===== src/rtl/rsi_pkg.sv =====
`default_nettype none

package rsi_pkg;

   localparam int NUM_CHANNELS_DEF = 4;
   localparam int SECONDS_BITS_DEF = 24;

   localparam int CHANNEL_W  = 3;
   localparam int MINUTE_W   = 11;
   localparam int WINDOW_W   = 2 * MINUTE_W;
   localparam int MAXON_W    = 24;
   localparam int MAXON_REGS = 4;
   localparam int CSR_DATA_W = 32;
   localparam int CSR_ADDR_W = 5;
   localparam int UPC_W      = 3;

   typedef enum logic [1:0] {
      CMD_QUERY  = 2'd0,
      CMD_REPORT = 2'd1,
      CMD_TICK   = 2'd2,
      CMD_POLICY = 2'd3
   } cmd_type;

   typedef enum logic [1:0] {
      KIND_ANSWER     = 2'd0,
      KIND_FORCED_OFF = 2'd1,
      KIND_DONE       = 2'd2
   } kind_type;

   typedef enum logic [1:0] {
      REASON_AWAY     = 2'd0,
      REASON_SCHEDULE = 2'd1,
      REASON_MAX_ON   = 2'd2
   } reason_type;

   typedef enum logic [2:0] {
      REG_AWAY_MODE        = 3'd0,
      REG_SCHEDULE_ENFORCE = 3'd1,
      REG_WINDOW_ONE       = 3'd2,
      REG_WINDOW_TWO       = 3'd3,
      REG_MAX_ON_CH1       = 3'd4,
      REG_MAX_ON_CH2       = 3'd5,
      REG_MAX_ON_CH3       = 3'd6,
      REG_MAX_ON_CH4       = 3'd7
   } reg_idx_type;

   typedef enum logic [2:0] {
      ACT_NONE      = 3'd0,
      ACT_QUERY     = 3'd1,
      ACT_REPORT    = 3'd2,
      ACT_TICK      = 3'd3,
      ACT_SCHED_OFF = 3'd4,
      ACT_LIMIT_OFF = 3'd5,
      ACT_DONE      = 3'd6
   } act_type;

   typedef enum logic [1:0] {
      JMP_DISPATCH = 2'd0,
      JMP_GOTO     = 2'd1,
      JMP_LOOP     = 2'd2
   } jmp_type;

   localparam logic [UPC_W-1:0] UPC_IDLE      = 3'd0;
   localparam logic [UPC_W-1:0] UPC_QUERY     = 3'd1;
   localparam logic [UPC_W-1:0] UPC_REPORT    = 3'd2;
   localparam logic [UPC_W-1:0] UPC_TICK      = 3'd3;
   localparam logic [UPC_W-1:0] UPC_SCHED_OFF = 3'd4;
   localparam logic [UPC_W-1:0] UPC_LIMIT_OFF = 3'd5;
   localparam logic [UPC_W-1:0] UPC_DONE      = 3'd6;

   typedef struct packed {
      act_type             act;
      jmp_type             jmp;
      logic [UPC_W-1:0]    target;
   } uop_type;

   typedef struct packed {
      cmd_type                cmd;
      logic [CHANNEL_W-1:0]   channel;
      logic                   turned_on;
      logic [MINUTE_W-1:0]    minute_now;
   } req_word_type;

   typedef struct packed {
      kind_type               kind;
      logic [CHANNEL_W-1:0]   out_channel;
      logic                   allowed;
      reason_type             off_reason;
      logic                   last;
   } rsp_word_type;

   typedef struct packed {
      logic                                  away_mode;
      logic                                  schedule_enforce;
      logic [WINDOW_W-1:0]                   window_one;
      logic [WINDOW_W-1:0]                   window_two;
      logic [MAXON_REGS-1:0][MAXON_W-1:0]    max_on;
   } cfg_type;

   typedef struct packed {
      logic    accept;
      act_type act;
   } seq_ctrl_type;

   typedef struct packed {
      logic hold;
   } dp_status_type;

   function automatic uop_type ucode_rom(input logic [UPC_W-1:0] addr);
      uop_type u;
      unique case (addr)
         UPC_IDLE:      u = '{act: ACT_NONE,      jmp: JMP_DISPATCH, target: UPC_IDLE};
         UPC_QUERY:     u = '{act: ACT_QUERY,     jmp: JMP_GOTO,     target: UPC_IDLE};
         UPC_REPORT:    u = '{act: ACT_REPORT,    jmp: JMP_GOTO,     target: UPC_IDLE};
         UPC_TICK:      u = '{act: ACT_TICK,      jmp: JMP_LOOP,     target: UPC_IDLE};
         UPC_SCHED_OFF: u = '{act: ACT_SCHED_OFF, jmp: JMP_LOOP,     target: UPC_LIMIT_OFF};
         UPC_LIMIT_OFF: u = '{act: ACT_LIMIT_OFF, jmp: JMP_LOOP,     target: UPC_DONE};
         UPC_DONE:      u = '{act: ACT_DONE,      jmp: JMP_GOTO,     target: UPC_IDLE};
         default:       u = '{act: ACT_NONE,      jmp: JMP_GOTO,     target: UPC_IDLE};
      endcase
      return u;
   endfunction

   function automatic logic [UPC_W-1:0] dispatch_target(input cmd_type cmd);
      logic [UPC_W-1:0] t;
      unique case (cmd)
         CMD_QUERY:  t = UPC_QUERY;
         CMD_REPORT: t = UPC_REPORT;
         CMD_TICK:   t = UPC_TICK;
         CMD_POLICY: t = UPC_SCHED_OFF;
         default:    t = UPC_IDLE;
      endcase
      return t;
   endfunction

   function automatic logic in_window(input logic [WINDOW_W-1:0] win,
                                      input logic [MINUTE_W-1:0] minute);
      logic [MINUTE_W-1:0] s;
      logic [MINUTE_W-1:0] e;
      logic                hit;
      s = win[WINDOW_W-1:MINUTE_W];
      e = win[MINUTE_W-1:0];
      if (s == e) begin
         hit = 1'b0;
      end else if (s < e) begin
         hit = (minute >= s) && (minute < e);
      end else begin
         hit = (minute >= s) || (minute < e);
      end
      return hit;
   endfunction

endpackage

`default_nettype wire


===== src/rtl/rsi_csr.sv =====
`default_nettype none

module rsi_csr import rsi_pkg::*; (
   input  wire logic                   clock,
   input  wire logic                   reset,
   input  wire logic                   csr_psel,
   input  wire logic                   csr_penable,
   input  wire logic                   csr_pwrite,
   input  wire logic [CSR_ADDR_W-1:0]  csr_paddr,
   input  wire logic [CSR_DATA_W-1:0]  csr_pwdata,
   output logic      [CSR_DATA_W-1:0]  csr_prdata,
   output logic                        csr_pready,
   output cfg_type                     cfg
);

   cfg_type     cfg_ff;
   cfg_type     cfg_in;
   reg_idx_type idx;
   logic        wr_en;

   assign idx        = reg_idx_type'(csr_paddr[CSR_ADDR_W-1:2]);
   assign wr_en      = csr_psel && csr_penable && csr_pwrite;
   assign csr_pready = 1'b1;
   assign cfg        = cfg_ff;

   always_comb begin
      cfg_in = cfg_ff;
      if (wr_en) begin
         unique case (idx) inside
            REG_AWAY_MODE:        cfg_in.away_mode        = csr_pwdata[0];
            REG_SCHEDULE_ENFORCE: cfg_in.schedule_enforce = csr_pwdata[0];
            REG_WINDOW_ONE:       cfg_in.window_one       = csr_pwdata[WINDOW_W-1:0];
            REG_WINDOW_TWO:       cfg_in.window_two       = csr_pwdata[WINDOW_W-1:0];
            REG_MAX_ON_CH1, REG_MAX_ON_CH2, REG_MAX_ON_CH3, REG_MAX_ON_CH4: begin
               cfg_in.max_on[idx[1:0]] = csr_pwdata[MAXON_W-1:0];
            end
            default: ;
         endcase
      end
   end

   always_comb begin
      unique case (idx)
         REG_AWAY_MODE:        csr_prdata = CSR_DATA_W'(cfg_ff.away_mode);
         REG_SCHEDULE_ENFORCE: csr_prdata = CSR_DATA_W'(cfg_ff.schedule_enforce);
         REG_WINDOW_ONE:       csr_prdata = CSR_DATA_W'(cfg_ff.window_one);
         REG_WINDOW_TWO:       csr_prdata = CSR_DATA_W'(cfg_ff.window_two);
         REG_MAX_ON_CH1:       csr_prdata = CSR_DATA_W'(cfg_ff.max_on[0]);
         REG_MAX_ON_CH2:       csr_prdata = CSR_DATA_W'(cfg_ff.max_on[1]);
         REG_MAX_ON_CH3:       csr_prdata = CSR_DATA_W'(cfg_ff.max_on[2]);
         REG_MAX_ON_CH4:       csr_prdata = CSR_DATA_W'(cfg_ff.max_on[3]);
         default:              csr_prdata = '0;
      endcase
   end

   always_ff @(posedge clock) begin
      if (reset) begin
         cfg_ff <= '0;
      end else begin
         cfg_ff <= cfg_in;
      end
   end

endmodule

`default_nettype wire


===== src/rtl/rsi_useq.sv =====
`default_nettype none

module rsi_useq import rsi_pkg::*; #(
   parameter  int NUM_CHANNELS = NUM_CHANNELS_DEF,
   localparam int CH_W         = (NUM_CHANNELS > 1) ? $clog2(NUM_CHANNELS) : 1
) (
   input  wire logic            clock,
   input  wire logic            reset,
   input  wire logic            req_valid,
   input  wire cmd_type         req_cmd,
   output logic                 req_stall,
   input  wire dp_status_type   status,
   output seq_ctrl_type         ctrl,
   output logic [CH_W-1:0]      cnt
);

   logic [UPC_W-1:0] upc_ff;
   logic [UPC_W-1:0] upc_in;
   logic [CH_W-1:0]  cnt_ff;
   logic [CH_W-1:0]  cnt_in;
   uop_type          uop;
   logic             cnt_last;
   logic             accept;

   assign uop       = ucode_rom(upc_ff);
   assign cnt_last  = (cnt_ff == CH_W'(NUM_CHANNELS - 1));
   assign req_stall = reset || (upc_ff != UPC_IDLE);
   assign accept    = req_valid && !req_stall;
   assign ctrl      = '{accept: accept, act: uop.act};
   assign cnt       = cnt_ff;

   always_comb begin
      upc_in = upc_ff;
      cnt_in = cnt_ff;
      if (!status.hold) begin
         unique case (uop.jmp)
            JMP_DISPATCH: begin
               if (accept) begin
                  upc_in = dispatch_target(req_cmd);
               end
            end
            JMP_GOTO: upc_in = uop.target;
            JMP_LOOP: begin
               if (cnt_last) begin
                  upc_in = uop.target;
                  cnt_in = '0;
               end else begin
                  cnt_in = cnt_ff + 1'b1;
               end
            end
            default: upc_in = UPC_IDLE;
         endcase
      end
   end

   always_ff @(posedge clock) begin
      if (reset) begin
         upc_ff <= UPC_IDLE;
         cnt_ff <= '0;
      end else begin
         upc_ff <= upc_in;
         cnt_ff <= cnt_in;
      end
   end

endmodule

`default_nettype wire


===== src/rtl/rsi_dpath.sv =====
`default_nettype none

module rsi_dpath import rsi_pkg::*; #(
   parameter  int NUM_CHANNELS = NUM_CHANNELS_DEF,
   parameter  int SECONDS_BITS = SECONDS_BITS_DEF,
   localparam int CH_W         = (NUM_CHANNELS > 1) ? $clog2(NUM_CHANNELS) : 1
) (
   input  wire logic            clock,
   input  wire logic            reset,
   input  wire seq_ctrl_type    ctrl,
   input  wire logic [CH_W-1:0] cnt,
   input  wire cfg_type         cfg,
   input  wire req_word_type    req_word,
   input  wire logic            rsp_stall,
   output logic                 rsp_valid,
   output rsp_word_type         rsp_word,
   output dp_status_type        status
);

   localparam int CMP_W = (SECONDS_BITS > MAXON_W) ? SECONDS_BITS : MAXON_W;

   logic [NUM_CHANNELS-1:0] relay_on_ff;
   logic [NUM_CHANNELS-1:0] relay_on_in;
   logic [NUM_CHANNELS-1:0] tracked_ff;
   logic [NUM_CHANNELS-1:0] tracked_in;
   logic [SECONDS_BITS-1:0] sec_ff [NUM_CHANNELS];
   logic [SECONDS_BITS-1:0] sec_in [NUM_CHANNELS];

   req_word_type            req_ff;
   rsp_word_type            rsp_word_ff;
   rsp_word_type            rsp_word_in;
   logic                    rsp_valid_ff;
   logic                    rsp_valid_in;

   logic                    in_sched;
   logic                    ch_ok;
   logic                    sel_on;
   logic                    sel_tracked;
   logic [SECONDS_BITS-1:0] sel_sec;
   logic [MAXON_W-1:0]      lim;
   logic                    sched_off;
   logic                    limit_off;
   logic                    emit;
   logic                    busy;
   logic                    fire;

   assign in_sched    = in_window(cfg.window_one, req_ff.minute_now)
                     || in_window(cfg.window_two, req_ff.minute_now);
   assign ch_ok       = (req_ff.channel != '0) && (int'(req_ff.channel) <= NUM_CHANNELS);
   assign sel_on      = relay_on_ff[cnt];
   assign sel_tracked = tracked_ff[cnt];
   assign sel_sec     = sec_ff[cnt];

   always_comb begin
      lim = '0;
      for (int j = 0; j < MAXON_REGS; j++) begin
         if (j < NUM_CHANNELS && int'(cnt) == j) begin
            lim = cfg.max_on[j];
         end
      end
   end

   assign sched_off = (cfg.away_mode || (cfg.schedule_enforce && !in_sched)) && sel_on;
   assign limit_off = sel_on && sel_tracked && (lim != '0)
                   && (CMP_W'(sel_sec) >= CMP_W'(lim));

   always_comb begin
      emit        = 1'b0;
      rsp_word_in = '{kind: KIND_ANSWER, out_channel: '0, allowed: 1'b0,
                      off_reason: REASON_AWAY, last: 1'b0};
      unique case (ctrl.act)
         ACT_QUERY: begin
            emit                    = 1'b1;
            rsp_word_in.out_channel = req_ff.channel;
            rsp_word_in.allowed     = ch_ok && !cfg.away_mode
                                   && (!cfg.schedule_enforce || in_sched);
            rsp_word_in.last        = 1'b1;
         end
         ACT_SCHED_OFF: begin
            emit                    = sched_off;
            rsp_word_in.kind        = KIND_FORCED_OFF;
            rsp_word_in.out_channel = CHANNEL_W'(int'(cnt) + 1);
            rsp_word_in.off_reason  = cfg.away_mode ? REASON_AWAY : REASON_SCHEDULE;
         end
         ACT_LIMIT_OFF: begin
            emit                    = limit_off;
            rsp_word_in.kind        = KIND_FORCED_OFF;
            rsp_word_in.out_channel = CHANNEL_W'(int'(cnt) + 1);
            rsp_word_in.off_reason  = REASON_MAX_ON;
         end
         ACT_DONE: begin
            emit             = 1'b1;
            rsp_word_in.kind = KIND_DONE;
            rsp_word_in.last = 1'b1;
         end
         default: ;
      endcase
   end

   assign busy        = rsp_valid_ff && rsp_stall;
   assign fire        = emit && !busy;
   assign status.hold = emit && busy;

   always_comb begin
      rsp_valid_in = rsp_valid_ff;
      if (fire) begin
         rsp_valid_in = 1'b1;
      end else if (!rsp_stall) begin
         rsp_valid_in = 1'b0;
      end
   end

   always_comb begin
      relay_on_in = relay_on_ff;
      tracked_in  = tracked_ff;
      for (int j = 0; j < NUM_CHANNELS; j++) begin
         sec_in[j] = sec_ff[j];
         if (ctrl.act == ACT_REPORT && ch_ok && int'(req_ff.channel) == j + 1) begin
            relay_on_in[j] = req_ff.turned_on;
            tracked_in[j]  = req_ff.turned_on;
            sec_in[j]      = '0;
         end
         if (ctrl.act == ACT_TICK && int'(cnt) == j && tracked_ff[j]
             && sec_ff[j] != '1) begin
            sec_in[j] = sec_ff[j] + 1'b1;
         end
         if ((ctrl.act == ACT_SCHED_OFF || ctrl.act == ACT_LIMIT_OFF) && fire
             && int'(cnt) == j) begin
            relay_on_in[j] = 1'b0;
            tracked_in[j]  = 1'b0;
            sec_in[j]      = '0;
         end
      end
   end

   always_ff @(posedge clock) begin
      if (reset) begin
         relay_on_ff  <= '0;
         tracked_ff   <= '0;
         rsp_valid_ff <= 1'b0;
         for (int j = 0; j < NUM_CHANNELS; j++) begin
            sec_ff[j] <= '0;
         end
      end else begin
         relay_on_ff  <= relay_on_in;
         tracked_ff   <= tracked_in;
         rsp_valid_ff <= rsp_valid_in;
         for (int j = 0; j < NUM_CHANNELS; j++) begin
            sec_ff[j] <= sec_in[j];
         end
      end
   end

   always_ff @(posedge clock) begin
      if (ctrl.accept) begin
         req_ff <= req_word;
      end
      if (fire) begin
         rsp_word_ff <= rsp_word_in;
      end
   end

   assign rsp_valid = rsp_valid_ff;
   assign rsp_word  = rsp_word_ff;

endmodule

`default_nettype wire


===== src/rtl/relay_safety_interlock.sv =====
// a query word is captured in the request register, then its answer in the output register
// one command is taken at a time; query and report go straight back to idle; tick walks
// channels one a step; policy walks them for schedule, again for max-on, then sends done
// the microcode steps one control word a cycle while no stalled output word holds it
// reset: synchronous, clears configuration, relay state and the output valid flag
`default_nettype none

module relay_safety_interlock import rsi_pkg::*; #(
   parameter int NUM_CHANNELS = NUM_CHANNELS_DEF,
   parameter int SECONDS_BITS = SECONDS_BITS_DEF
) (
   input  wire logic                   clock,
   input  wire logic                   reset,
   input  wire logic                   req_valid,
   output logic                        req_stall,
   input  wire req_word_type           req_word,
   output logic                        rsp_valid,
   input  wire logic                   rsp_stall,
   output rsp_word_type                rsp_word,
   input  wire logic                   csr_psel,
   input  wire logic                   csr_penable,
   input  wire logic                   csr_pwrite,
   input  wire logic [CSR_ADDR_W-1:0]  csr_paddr,
   input  wire logic [CSR_DATA_W-1:0]  csr_pwdata,
   output logic      [CSR_DATA_W-1:0]  csr_prdata,
   output logic                        csr_pready
);

   localparam int CH_W = (NUM_CHANNELS > 1) ? $clog2(NUM_CHANNELS) : 1;

   cfg_type         cfg;
   seq_ctrl_type    ctrl;
   dp_status_type   status;
   logic [CH_W-1:0] cnt;

   rsi_csr u_csr (
      .clock       (clock),
      .reset       (reset),
      .csr_psel    (csr_psel),
      .csr_penable (csr_penable),
      .csr_pwrite  (csr_pwrite),
      .csr_paddr   (csr_paddr),
      .csr_pwdata  (csr_pwdata),
      .csr_prdata  (csr_prdata),
      .csr_pready  (csr_pready),
      .cfg         (cfg)
   );

   rsi_useq #(
      .NUM_CHANNELS (NUM_CHANNELS)
   ) u_useq (
      .clock     (clock),
      .reset     (reset),
      .req_valid (req_valid),
      .req_cmd   (req_word.cmd),
      .req_stall (req_stall),
      .status    (status),
      .ctrl      (ctrl),
      .cnt       (cnt)
   );

   rsi_dpath #(
      .NUM_CHANNELS (NUM_CHANNELS),
      .SECONDS_BITS (SECONDS_BITS)
   ) u_dpath (
      .clock     (clock),
      .reset     (reset),
      .ctrl      (ctrl),
      .cnt       (cnt),
      .cfg       (cfg),
      .req_word  (req_word),
      .rsp_stall (rsp_stall),
      .rsp_valid (rsp_valid),
      .rsp_word  (rsp_word),
      .status    (status)
   );

endmodule

`default_nettype wire


===== config.mk =====
export PLATFORM = sky130hd
export DESIGN_NAME = relay_safety_interlock
export DESIGN_NICKNAME = d
export VERILOG_FILES = /design/src/rtl/rsi_pkg.sv /design/src/rtl/rsi_csr.sv /design/src/rtl/rsi_useq.sv /design/src/rtl/rsi_dpath.sv /design/src/rtl/relay_safety_interlock.sv
export SDC_FILE = /design/constraint.sdc
export NUM_CORES = 1
export LEC_CHECK = 0
export ABC_CLOCK_PERIOD_IN_PS = 5400
export BUFFER_PORTS_ARGS = -buffer_cell sky130_fd_sc_hd__buf_2
export CAP_MARGIN = 25
export CORE_UTILIZATION = 50
export DETAILED_ROUTE_END_ITERATION = 7
export MAX_ROUTING_LAYER = met4
export PLACE_DENSITY = 0.69
export SKIP_LAST_GASP = 1
export SYNTH_ARGS = -nofsm -noshare
export SYNTH_HDL_FRONTEND = slang
export SYNTH_SLANG_ARGS = --single-unit
export TNS_END_PERCENT = 5

===== constraint.sdc =====
create_clock -name clock -period 5.4 [get_ports clock]
set_clock_uncertainty 0.2 [all_clocks]
set_input_delay 0.54 -clock clock [delete_from_list [all_inputs] [get_ports clock]]
set_output_delay 0.54 -clock clock [all_outputs]
set_load 0.02 [all_outputs]

Word level (Yosys, flattened, before mapping). Memory sizes are Yosys's and may differ from the RTL's. A register that Yosys moved wholly into a read port is not among the register bits. Index checks and enable logic that the tools add are counted. Widths: inputs -> output; s select.

RAM bits: 96. Register bits after elaboration: 176. Word-level logic and storage cells: 208. Output and inout bits: 44. Input bits: 61. Memories: 1.

Memories: u_dpath.sec_ff (words 4, width 24, rd ports 5, clocked after memory_dff 1, write ports 4, line rsi_dpath.sv:26) `logic [SECONDS_BITS-1:0] sec_ff [NUM_CHANNELS];`.

Mux-type cells: 49. Order comparisons: 11. Bitwise operators: 5. Eq/ne operators: 41. Reductions and logical operators: 72. $add $sub $neg: 6.

Operator list (count): $mux 24 (21); $pmux 32 s8 (1); $add 24x1->24 const B (4); $bwmux 96 (1); $ne 24x24->1 const B (4); $pmux 8 s7 (1); $demux 24 s2 (1); $lt 11x11->1 (4); $eq 3x3->1 const B (13); $logic_and 1x1->1 (38); $ge 24x24->1 (1); $reduce_bool 24->1 (1); $eq 11x11->1 (2); $ge 11x11->1 (2); $eq 3x2->1 const B (7); $eq 2x2->1 const B (6); $mux 1 (12); $pmux 3 s4 (1); $reduce_and 2->1 (6); $reduce_or 2->1 (6); $eq 3x1->1 const B (3); $pmux 3 s3 (1); $pmux 2 s2 (2); $logic_or 1x1->1 (7); 20 further kinds (39).

Depth between registers and ports, before layout. Gate-level depths: netlist of run 1.

Depth in word-level cells: 15. Gate-level depth with buffers: 19. Depth with buffers taken out: 15.

By module. From an unflattened synthesis of run 1, not the netlist that was laid out.

Cells, all modules: 1844. Area total of the unflattened synthesis: 17206.5 µm².

By module, submodules not included: rsi_dpath (area an instance 9810.7 µm², times used 1, sequential area each 2742.6 µm², cells each 1145); rsi_csr (area an instance 6920.4 µm², times used 1, sequential area each 2842.7 µm², cells each 646); rsi_useq (area an instance 475.5 µm², times used 1, sequential area each 100.1 µm², cells each 53).

Worst setup path after synthesis of run 1. Ideal clock, no wire load.

Kind: register to register. Start point: register u_useq.cnt_ff[0] (netlist: u_useq.cnt[0]). End point: memory u_dpath.sec_ff[3][12] in the netlist's numbering. Arrival: 4.215 ns. Library setup time: 0.103 ns. Buffers on the path: 7. Stages on the path, launching flop included: 19. Required time: 5.097 ns. Slack: 0.881 ns. Clock period less this slack: 4.519 ns. Cells stage by stage: dfxtp_1 > ha_1 > buf_2 > buf_2 > buf_2 > buf_1 > buf_1 > mux2i_1 > ha_1 > o21a_1 > o211ai_1 > a211oi_1 > a2111o_1 > a31oi_1 > a221o_2 > o32ai_1 > buf_2 > buf_6 > a2111oi_2.

RTL lines: start, declared (line rsi_useq.sv:19) `logic [CH_W-1:0] cnt_ff;`; start signal, assigned (line rsi_useq.sv:62) `cnt_ff <= cnt_in;`; end, declared (line rsi_dpath.sv:26).

==> summary.txt, run 1 <==
Outcome
  – Run status: completed

Placement
  – Dpl hpwl: 38,450 um
  – Dpl ws: 0.7509 ns
  – Port Buffer Count: 85
  – GP Congestion: 0.9904

Clock network
  – Longest Clk Path Bufs: 3
  – Worst-path clk slew: 0.06 ns
  – CTS tree: done
  – Num CTS Buffers: 34
  – Clk Tree Root Cell: clkbuf_16
  – Sink Count: 274
  – H-tree Lvls: 2
  – Skew-Pair Late Insertion Delay: 0.52 ns

Synthesis
  – Post-synth EDFFs: 24
  – Distinct cells, synth: 72
  – Main flop type after synthesis: dfxtp_1
  – Post-Syn Area: 0.01641 sq mm
  – Ys Warns: 0
  – Synthesis-stage register bit count: 274
  – Cell count after synthesis: 2,055
  – Syn avg cell area: 7.986 sq um
  – Ys async rst share: 0%
  – Sequential element share of the synthesized area: 34.89%

Worst setup path
  – Type of element capturing the critical path: flip-flop
  – WS Path Type: reg -> reg
  – Setup crit start kind: flip-flop
  – Arrival time at the worst endpoint: 5.09 ns
  – Critical Path Source: u_useq.cnt[0]
  – Reg2reg setup slack: 0.52 ns
  – Critical path required time: 5.61 ns
  – R2R Path Start: u_useq.cnt[0]
  – Crit Path Max Fanout: 100

Power and ir drop
  – Pwr dens: 303.3 mW/mm^2
  – LEAKAGE: 6.213 nW
  – Worst vdd ir: 245.6 uV

Global routing
  – Initial antenna violation count: 0
  – Global-route usage over all layers: 33.37%
  – First-pass GRT wire length: 84,970 um
  – Remaining Overflow, GRT: 0
  – Number of global-route vias before repair: 14,890
  – Largest net degree at the start of global routing: 118

Timing
  – Min Hold Slack: 0.01674 ns
  – Fin crit share: 90.36%
  – Final hold viol count: 0
  – Post-Route Setup TNS: 0 ns
  – Endpoints failing setup: 0
  – Final Critical Period: 4.879 ns
  – RSZ-0062 raised after global routing: false
  – Worst-margin pin slew: 1.098 ns
  – Fmax: 0.2050 GHz
  – Final setup margin: 0.5208 ns
  – Slew Limit Fails: 0
  – Rel. slew slack: 26.61%

Drt
  – Initial drt markers: 2,096
  – Drt pass-1 iters: 6
  – Detail Route Antenna Nets: 0
  – DRC: 0
  – Avg Vias per Cell: 6.395
  – Final wirelength: 54,840 um
  – Vias: 16,260
  – Wire length per cell: 21.57 um

Hold path
  – Hold Crit Start: req_word[0]
  – Worst hold path type: in -> reg

Cells and area
  – Diodes inserted: 0
  – Commonest non-fill, non-tap cell in the layout: nand2_1
  – Final net count: 2,249
  – Area growth from synthesis to layout: 12.79%
  – Most frequent cells in the layout: 430 x nand2_1, 250 x dfxtp_1, 235 x a21oi_1, 99 x ha_1, 84 x buf_2
  – Share of layout cells above drive strength 1: 11.76%

Floorplanning
  – Die height: 183.2 um
  – Core box area: 0.03196 sq mm
  – Total Die Area: 0.03355 sq mm
  – IO Pins: 105
  – Die W: 183.2 um
  – Starting Density: 51.34%
  – Rows: 65

Flow run
  – Max-cap violations: 0
-- sequential cells by signal, summed over array words and instances, names as in the netlist, named ones only --
name and count:
u_useq.upc_ff 3, u_dpath.relay_on_ff 1, u_useq.cnt 2, u_dpath.rsp_word 9, u_dpath.sec_ff 96, u_dpath.tracked_ff 3
u_csr.cfg 142, u_dpath.req_ff 15, u_dpath.rsp_valid 1
-- path summary, 6_finish.rpt --
kind                                         endpoint  cells after the start
worst max register to register  u_dpath.sec_ff[3][12]                     15
worst min register to register          u_csr.cfg[29]                      2
worst min-delay path                u_dpath.req_ff[0]                      1
worst max-delay path            u_dpath.sec_ff[3][12]                     15
-- stage by stage --
stage	instance area [sq um]	utilization (%)	power (mW)	std cells
final	18510	57.91	5.613	2543
after global routing	18510	57.91	5.800	2543
after detailed placement	17150	53.65	3.198	2469
after CTS	18450	57.74	5.605	2541
after floorplan	16440	-	2.878	2062
after global placement	17120	53.56	3.183	2467
-- cell type report --
class / instances / area (sq um)
Clock buffer: 47 / 982.2
Clock inverter: 12 / 193.9
Fill cell: 2914 / 13450
Inverter: 75 / 281.5
Multi-Input combinational cell: 1565 / 9862
Sequential cell: 274 / 5725
Tap cell: 435 / 544.3
Timing Repair Buffer: 135 / 919.6
-- cell usage after synthesis (7+ instances only) --
library cell,count,area share (%)
or4_1,7,0.32
nand2_1,430,9.8
xor2_1,8,0.43
and2_1,14,0.53
nor2_1,67,1.5
edfxtp_1,24,4.4
ha_1,103,7.9
a21o_1,8,0.37
or3_1,22,0.84
buf_2,26,0.79
a221oi_1,35,1.9
o211ai_1,32,1.5
buf_4,10,0.46
o21ai_0,65,2.0
nand2b_1,12,0.46
a22oi_1,71,3.2
a21oi_1,235,7.2
nor3_1,29,0.88
or2_2,8,0.30
mux2i_1,14,0.85
nand3b_1,13,0.59
nor2b_1,19,0.72
clkbuf_1,100,2.3
nor4_1,24,0.91
dfxtp_1,250,30
a211oi_1,70,3.2
buf_1,11,0.25
nand4_1,33,1.3
mux2_2,18,1.2
o21a_1,10,0.46
nand3_1,80,2.4
inv_1,75,1.7
and3_1,23,0.88
nor3b_1,9,0.41
mux4_2,25,3.4
-- logic make-up (layout without fill, tap and decap cells) --
family	Yosys count	count (layout)	share of synthesized area [%]
adders and majority gates	104	104	7.914
DFF	274	274	34.89
muxes	57	57	5.520
other	2	9	0.04576
buffers and inverters	223	269	5.573
and+or+nand+nor	801	801	22.51
AOI/OAI and AO/OA	583	583	22.96
xor gates and xnor gates	11	11	0.5871
-- where the power goes --
group          switching (mW)  internal [mW]
sequential             0.0809           2.12
combinational           0.653          0.345
clock                   0.907           1.51
-- what timing repair did --
item / 4_1_cts / 5_1_grt
endpoints found under the hold margin: 13 / 0
hold buffers: 13 / 0
gates resized for setup: 0 / 0
setup buffers: 0 / 0
-- worst max-delay path, stage by stage (launching register included) --
cell and delay [ns]:
dfxtp_1 0.38, inv_1 0.18, ha_2 0.53, inv_1 0.40, o21a_1 0.28, a22oi_1 0.39, ha_1 0.33, a21o_1 0.18
nand3_1 0.08, a21oi_1 0.06, a2111o_1 0.37, a31oi_1 0.24, a221o_2 0.26, o32ai_4 0.12, buf_12 0.24, a2111oi_2 0.44
-- metal layers --
metal	vias up	wire [um]	part of all wire, %	GRT usage, %
met4	0	1282	2.3	9.767
li1	7560	-	-	-
met2	843	23500	43	47.45
met3	99	5839	11	5.957
met5	-	0	0	-
met1	7760	24230	44	47.95
(Power assumes the default switching activity.)
==> run 2, diff against run 1 <==
ABC_AREA = 1   (was unset)
==> run 2 against run 1 <==
  * Cell count rose by 18%
  * Highest routed layer unchanged
  * Sequential cell count did not move
  * Power rose by 2.2%
  * Largest cell class unchanged
  * First-iteration DRC count fell by 13%
  * Combinational power rose by 45%
  * Clock-buffer cell count rose by 1
  * Routed wire length fell by 3.2%
  * Synthesized cell count rose by 21%
  * Register-to-register slack improved by 0.49 ns
  * Core utilization fell by 1.7 points
  * Global-route usage fell by 2.6 points
  * Hold slack improved by 0.034 ns
==> summary.txt, run 2 <==
Outcome
  – Run status: completed

Clock network
  – Post-CTS Hold Buffers: 15
  – CTS tree: done
  – Worst-path clk slew: 0.06 ns
  – Post-CTS sizing: 0
  – # Post-CTS Setup Buffers: 0
  – Sink Count: 274
  – Skew-Pair Late Insertion Delay: 0.57 ns
  – Longest Clk Path Bufs: 3
  – Clk Tree Root Cell: clkbuf_16
  – Num CTS Buffers: 31
  – H-tree Lvls: 1

Floorplanning
  – IO Pins: 105
  – Die W: 186.6 um
  – Starting Density: 50.80%
  – Die height: 186.6 um
  – Rows: 67
  – Core box area: 0.03353 sq mm
  – Total Die Area: 0.03481 sq mm

Cells and area
  – Share of layout cells above drive strength 1: 10.75%
  – End-of-flow core utilization: 56.22%
  – Post-route insts no fill: 3,005
  – Area growth from synthesis to layout: 10.66%
  – Diodes inserted: 0
  – Number of fill cells: 3,276
  – Final net count: 2,700
  – Largest register FFs: 142
  – Commonest non-fill, non-tap cell in the layout: inv_1
  – Most frequent cells in the layout: 386 x inv_1, 384 x nand2_1, 279 x nor2_1, 254 x o21ai_0, 250 x dfxtp_1
  – Post-route cell area: 0.01885 sq mm

Timing
  – Final hold viol count: 0
  – RSZ-0062 raised after global routing: false
  – Fin crit share: 81.32%
  – Slew Limit Fails: 0
  – Final Critical Period: 4.391 ns
  – Final setup margin: 1.009 ns
  – Post-Route Setup TNS: 0 ns
  – Fmax: 0.2277 GHz
  – Endpoints failing setup: 0
  – Worst-margin pin slew: 0.9347 ns
  – Min Hold Slack: 0.05030 ns
  – Rel. slew slack: 37.62%

Power and ir drop
  – Worst vdd ir: 265.6 uV
  – Power Total: 5.738 mW
  – Sw Share: 33.38%
  – Clock power share: 36.4%
  – Psw: 1.915 mW
  – Sequential power share: 38.3%
  – Pint: 3.822 mW
  – Comb power frac: 25.3%
  – Pwr dens: 304.4 mW/mm^2
  – LEAKAGE: 7.537 nW

Worst setup path
  – Critical path required time: 5.64 ns
  – Slowest stage delay, CP: 0.64 ns
  – Type of element capturing the critical path: flip-flop
  – Arrival time at the worst endpoint: 4.63 ns
  – Setup crit start kind: flip-flop
  – Slowest CP cell: ha_1
  – Critical path's most frequent cell: nand2_1
  – Crit Path Max Fanout: 25
  – CP cell instances: inv_1 -> ha_1 -> buf_4 -> a21oi_1 -> nand2_1 -> nand2_1 -> o21ai_1 -> inv_1 -> ha_1 -> nand2_1 -> nor2_1 -> nand2_1 -> nor2_1 -> nand2_1 -> nand4_1 -> nand2_1 -> inv_1 -> a21oi_2 -> nand2_2 -> nand4_2 -> nand2_4 -> nor2_1
  – WS Path Type: reg -> reg

Placement
  – Dpl ws: 1.040 ns
  – Port Buffer Count: 85
  – Area after DPL: 0.01768 sq mm
  – Dpl hpwl: 38,160 um
  – Inst Count DP: 2,935
  – GP Congestion: 0.9120

Synthesis
  – Ranking of synthesized cells by area: dfxtp_1 29%, inv_1 8.5%, nand2_1 8.5%
  – Cell with the most instances after synthesis: inv_1
  – Post-synth EDFFs: 24
  – Post-Syn Area: 0.01704 sq mm
  – Synth top cells by count: 388 x inv_1, 384 x nand2_1, 281 x nor2_1
  – Synthesis-stage register bit count: 274
  – Main flop type after synthesis: dfxtp_1
  – Distinct cells, synth: 52
  – Cell count after synthesis: 2,484
  – Syn avg cell area: 6.858 sq um
  – Yosys top cell area share: 29.38%
  – Cell accounting for the most synthesized area: dfxtp_1
  – Sequential element share of the synthesized area: 33.61%
  – Ys async rst share: 0%
  – Ys Warns: 0

Global routing
  – Initial antenna violation count: 0
  – Global-route usage over all layers: 30.76%
  – First-pass GRT wire length: 83,290 um
  – Remaining Overflow, GRT: 0
  – Number of global-route vias before repair: 15,470
  – Largest net degree at the start of global routing: 93

Drt
  – Vias: 16,720
  – DRC: 0
  – Wire length per cell: 17.67 um
  – Final wirelength: 53,090 um
  – Drt pass-1 iters: 6
  – Detail Route Antenna Nets: 0
  – Initial drt markers: 1,815
  – Avg Vias per Cell: 5.565

Flow run
  – Max-cap violations: 0

Hold path
  – Worst hold path type: in -> reg
## run 2: cell type report
cell class / instances / area, sq um / area share (%)
tap: 448 / 560.5 / 2.973
sequential: 274 / 5725 / 30.37
inverter: 396 / 1490 / 7.905
clock inverter: 6 / 58.81 / 0.3119
multi-input combinational: 1707 / 9244 / 49.03
clock buffer: 48 / 934.6 / 4.958
timing repair buffer: 126 / 838.3 / 4.447
## run 2: power groups by stage
stage	Clock, mW	Combinational, mW	Sequential [mW]
2_1_floorplan	0	1.00	2.25
3_3_place_gp	0	1.39	2.24
3_5_place_dp	0	1.42	2.24
4_1_cts	2.12	1.44	2.20
5_1_grt	2.19	1.63	2.20
6_report	2.09	1.45	2.20
## run 2: cell families after synthesis
| group | count (synthesis) | share of synthesized area, % |
|---|---|---|
| XOR/XNOR | 35 | 1.800 |
| AND/OR/NAND/NOR | 940 | 24.43 |
| AO/OA/AOI/OAI | 617 | 20.07 |
| flip-flops | 274 | 33.61 |
| other | 2 | 0.04409 |
| multiplexers | 3 | 0.1763 |
| adder cells (fa/ha/maj) | 103 | 7.565 |
| buffers and inverters | 510 | 12.31 |
## run 2: routing by layer
metal | vias to the layer above | GRT usage, % | wire, um
li1 | 8230 | - | -
met5 | - | - | 0
met1 | 7749 | 43.05 | 24010
met2 | 660 | 46.93 | 23300
met3 | 84 | 3.555 | 4596
met4 | 0 | 7.976 | 1179
## run 2: worst max-delay path, delay by kind of cell (launching register included)
| family | cells | cell delay [ns] |
|---|---|---|
| compound gates | 3 | 0.32 |
| simple gates | 13 | 1.59 |
| buf+inv | 4 | 0.76 |
| flops | 1 | 0.38 |
| fa+ha+maj | 2 | 0.95 |
## run 2: final timing paths
check	endpoint	cells past startpoint	slack, ns	start
max reg2reg	u_dpath.sec_ff[3][1]	22	1.01	u_useq.cnt[0]
max	u_dpath.sec_ff[3][1]	22	1.01	u_useq.cnt[0]
min	u_csr.cfg[46]	3	0.05	csr_pwdata[22]
min reg2reg	u_csr.cfg[83]	2	0.27	u_csr.cfg[83]
==> run 3, diff against run 2 <==
ABC_CLOCK_PERIOD_IN_PS = 4370   (was 5400)
clock period = 4.37 ns   (was 5.4 ns; I/O delays follow)
==> run 3 against run 2 <==
  * Worst setup slack worse by 0.68 ns
  * Hold slack worse by 0.036 ns
  * Core utilization is 0.77 points higher
  * Clock-buffer cell count is 2 lower
  * Sequential cell count stayed put
  * Via count is 1.0% higher
  * Clock power is 42% higher
  * Critical path depth is 2 lower
  * Sequential share of layout area is 0.41 points lower
  * Global-route usage is 0.54 points higher
  * Largest power group is now clock
==> summary.txt, run 3 (synthesized netlist as in run 2, its figures left out) <==
Placement
  – GP Congestion: 0.9398
  – Dpl ws: 0.3615 ns
  – Area after DPL: 0.01773 sq mm
  – Dpl hpwl: 38,870 um
  – Port Buffer Count: 85
  – Inst Count DP: 2,943

Timing
  – Fin crit share: 92.37%
  – Final Critical Period: 4.036 ns
  – Worst-margin pin slew: 0.9655 ns
  – Min Hold Slack: 0.01413 ns
  – Post-Route Setup TNS: 0 ns
  – Fmax: 0.2477 GHz
  – Rel. slew slack: 35.56%
  – Slew Limit Fails: 0
  – Endpoints failing setup: 0
  – Final setup margin: 0.3335 ns
  – Final hold viol count: 0
  – RSZ-0062 raised after global routing: true

Cells and area
  – Commonest non-fill, non-tap cell in the layout: inv_1
  – Most frequent cells in the layout: 386 x inv_1, 384 x nand2_1, 279 x nor2_1, 254 x o21ai_0, 250 x dfxtp_1
  – Largest register FFs: 142
  – Area growth from synthesis to layout: 12.17%
  – Post-route insts no fill: 3,021
  – Post-route cell area: 0.01911 sq mm
  – Final net count: 2,713
  – Share of layout cells above drive strength 1: 11.27%
  – Diodes inserted: 0
  – End-of-flow core utilization: 56.99%

Worst setup path
  – Slowest CP cell: dfxtp_1
  – CP cell instances: inv_1 -> ha_1 -> inv_2 -> nand3_1 -> a21oi_1 -> inv_1 -> ha_1 -> nand2_1 -> nor2_1 -> nand4_1 -> inv_1 -> nand2_1 -> nand4_1 -> nand2_1 -> inv_1 -> a21oi_2 -> nand2_2 -> nand4_2 -> nand2_4 -> nor2_1
  – Arrival time at the worst endpoint: 4.22 ns
  – Crit Path Max Fanout: 25
  – CP Depth: 20
  – R2R Path Start: u_useq.cnt[0]
  – Worst Path Buf+Inv: 5
  – R2R depth: 20
  – Critical Path Source: u_useq.cnt[0]
  – Critical path required time: 4.56 ns
  – Slowest stage delay, CP: 0.47 ns
  – Setup crit start kind: flip-flop
  – WS Path Type: reg -> reg
  – Type of element capturing the critical path: flip-flop
  – Critical path's most frequent cell: inv_1
  – CP top delay family: simple AND/OR/NAND/NOR gates

Clock network
  – Num CTS Buffers: 34
  – # Post-CTS Setup Buffers: 0
  – Longest Clk Path Bufs: 3
  – Clk Tree Root Cell: clkbuf_16
  – CTS tree: done
  – Skew-Pair Late Insertion Delay: 0.52 ns
  – Worst-path clk slew: 0.06 ns
  – H-tree Lvls: 2
  – Sink Count: 274

Global routing
  – Initial antenna violation count: 0
  – Global-route usage over all layers: 31.30%
  – Remaining Overflow, GRT: 0
  – Largest net degree at the start of global routing: 141
  – Number of global-route vias before repair: 15,690
  – First-pass GRT wire length: 84,640 um

Drt
  – Wire length per cell: 17.87 um
  – Detail Route Antenna Nets: 0
  – Drt pass-1 iters: 6
  – DRC: 0
  – Vias: 16,890
  – Avg Vias per Cell: 5.592
  – Initial drt markers: 1,865
  – Final wirelength: 53,990 um

Power and ir drop
  – Psw: 2.462 mW
  – Pwr dens: 392.4 mW/mm^2
  – Sequential power share: 36.2%
  – Comb power frac: 24.3%
  – Sw Share: 32.84%
  – Worst vdd ir: 348.4 uV
  – LEAKAGE: 7.667 nW
  – Pint: 5.036 mW
  – Power Total: 7.498 mW
  – Clock power share: 39.4%

Outcome
  – Run status: completed

Flow run
  – Max-cap violations: 0

Floorplanning
  – IO Pins: 105
  – Rows: 67
  – Core box area: 0.03353 sq mm
  – Starting Density: 50.80%
  – Die height: 186.6 um
  – Total Die Area: 0.03481 sq mm
  – Die W: 186.6 um

Hold path
  – Worst hold path type: in -> reg
  – Hold Crit Start: csr_pwdata[23]
  – Hold Crit Depth: 3
==> run 3: cell count changes in the layout (fill, tap and decap cells not counted), moves of 2 or more <==
cell	delta
bufinv_16	+3
buf_12	+3
clkinvlp_4	+2
buf_4	+8
clkinv_1	+3
clkbuf_16	+3
clkbuf_1	-3
==> run 3: worst paths after layout <==
| path | to | slack (ns) |
|---|---|---|
| setup / recovery | u_dpath.sec_ff[1][20] | 0.33 |
| hold / removal | u_csr.cfg[95] | 0.01 |
| setup reg to reg | u_dpath.sec_ff[1][20] | 0.33 |
| hold reg to reg | u_csr.cfg[60] | 0.27 |
==> run 3: final cells by class <==
class                      instances  area, sq um
tap                              448        560.5
sequential                       274         5725
multi-input combinational       1707         9253
inverter                         396         1490
timing repair buffer             136        925.9
fill                            3211        14420
clock buffer                      46        977.2
clock inverter                    14        176.4
==> run 3: worst min-delay path: cells and delay by family <==
kind                   cells  cell delay [ns]
buffers and inverters      1             0.12
and+or+nand+nor            2             0.13
==> run 3: timing repair <==
action                                 CTS  global route
endpoints found under the hold margin   16             0
hold buffers                            16             0
setup endpoints to repair                0            43
resized for setup                        0             1
==> run 3: per-layer routing <==
layer	vias up	GRT usage [%]	share of wire, %
met1	7822	43.14	44
met3	90	5.605	10
li1	8252	-	-
met5	-	-	0
met2	728	46.51	43
met4	0	9.300	2.4
==> run 3: power groups by stage <==
stage	clock [mW]	sequential [mW]	combinational, mW
floorplan	0	2.78	1.24
global placement	0	2.77	1.75
detailed placement	0	2.77	1.78
CTS	2.99	2.72	1.80
global route	3.08	2.73	2.05
finish	2.96	2.72	1.82
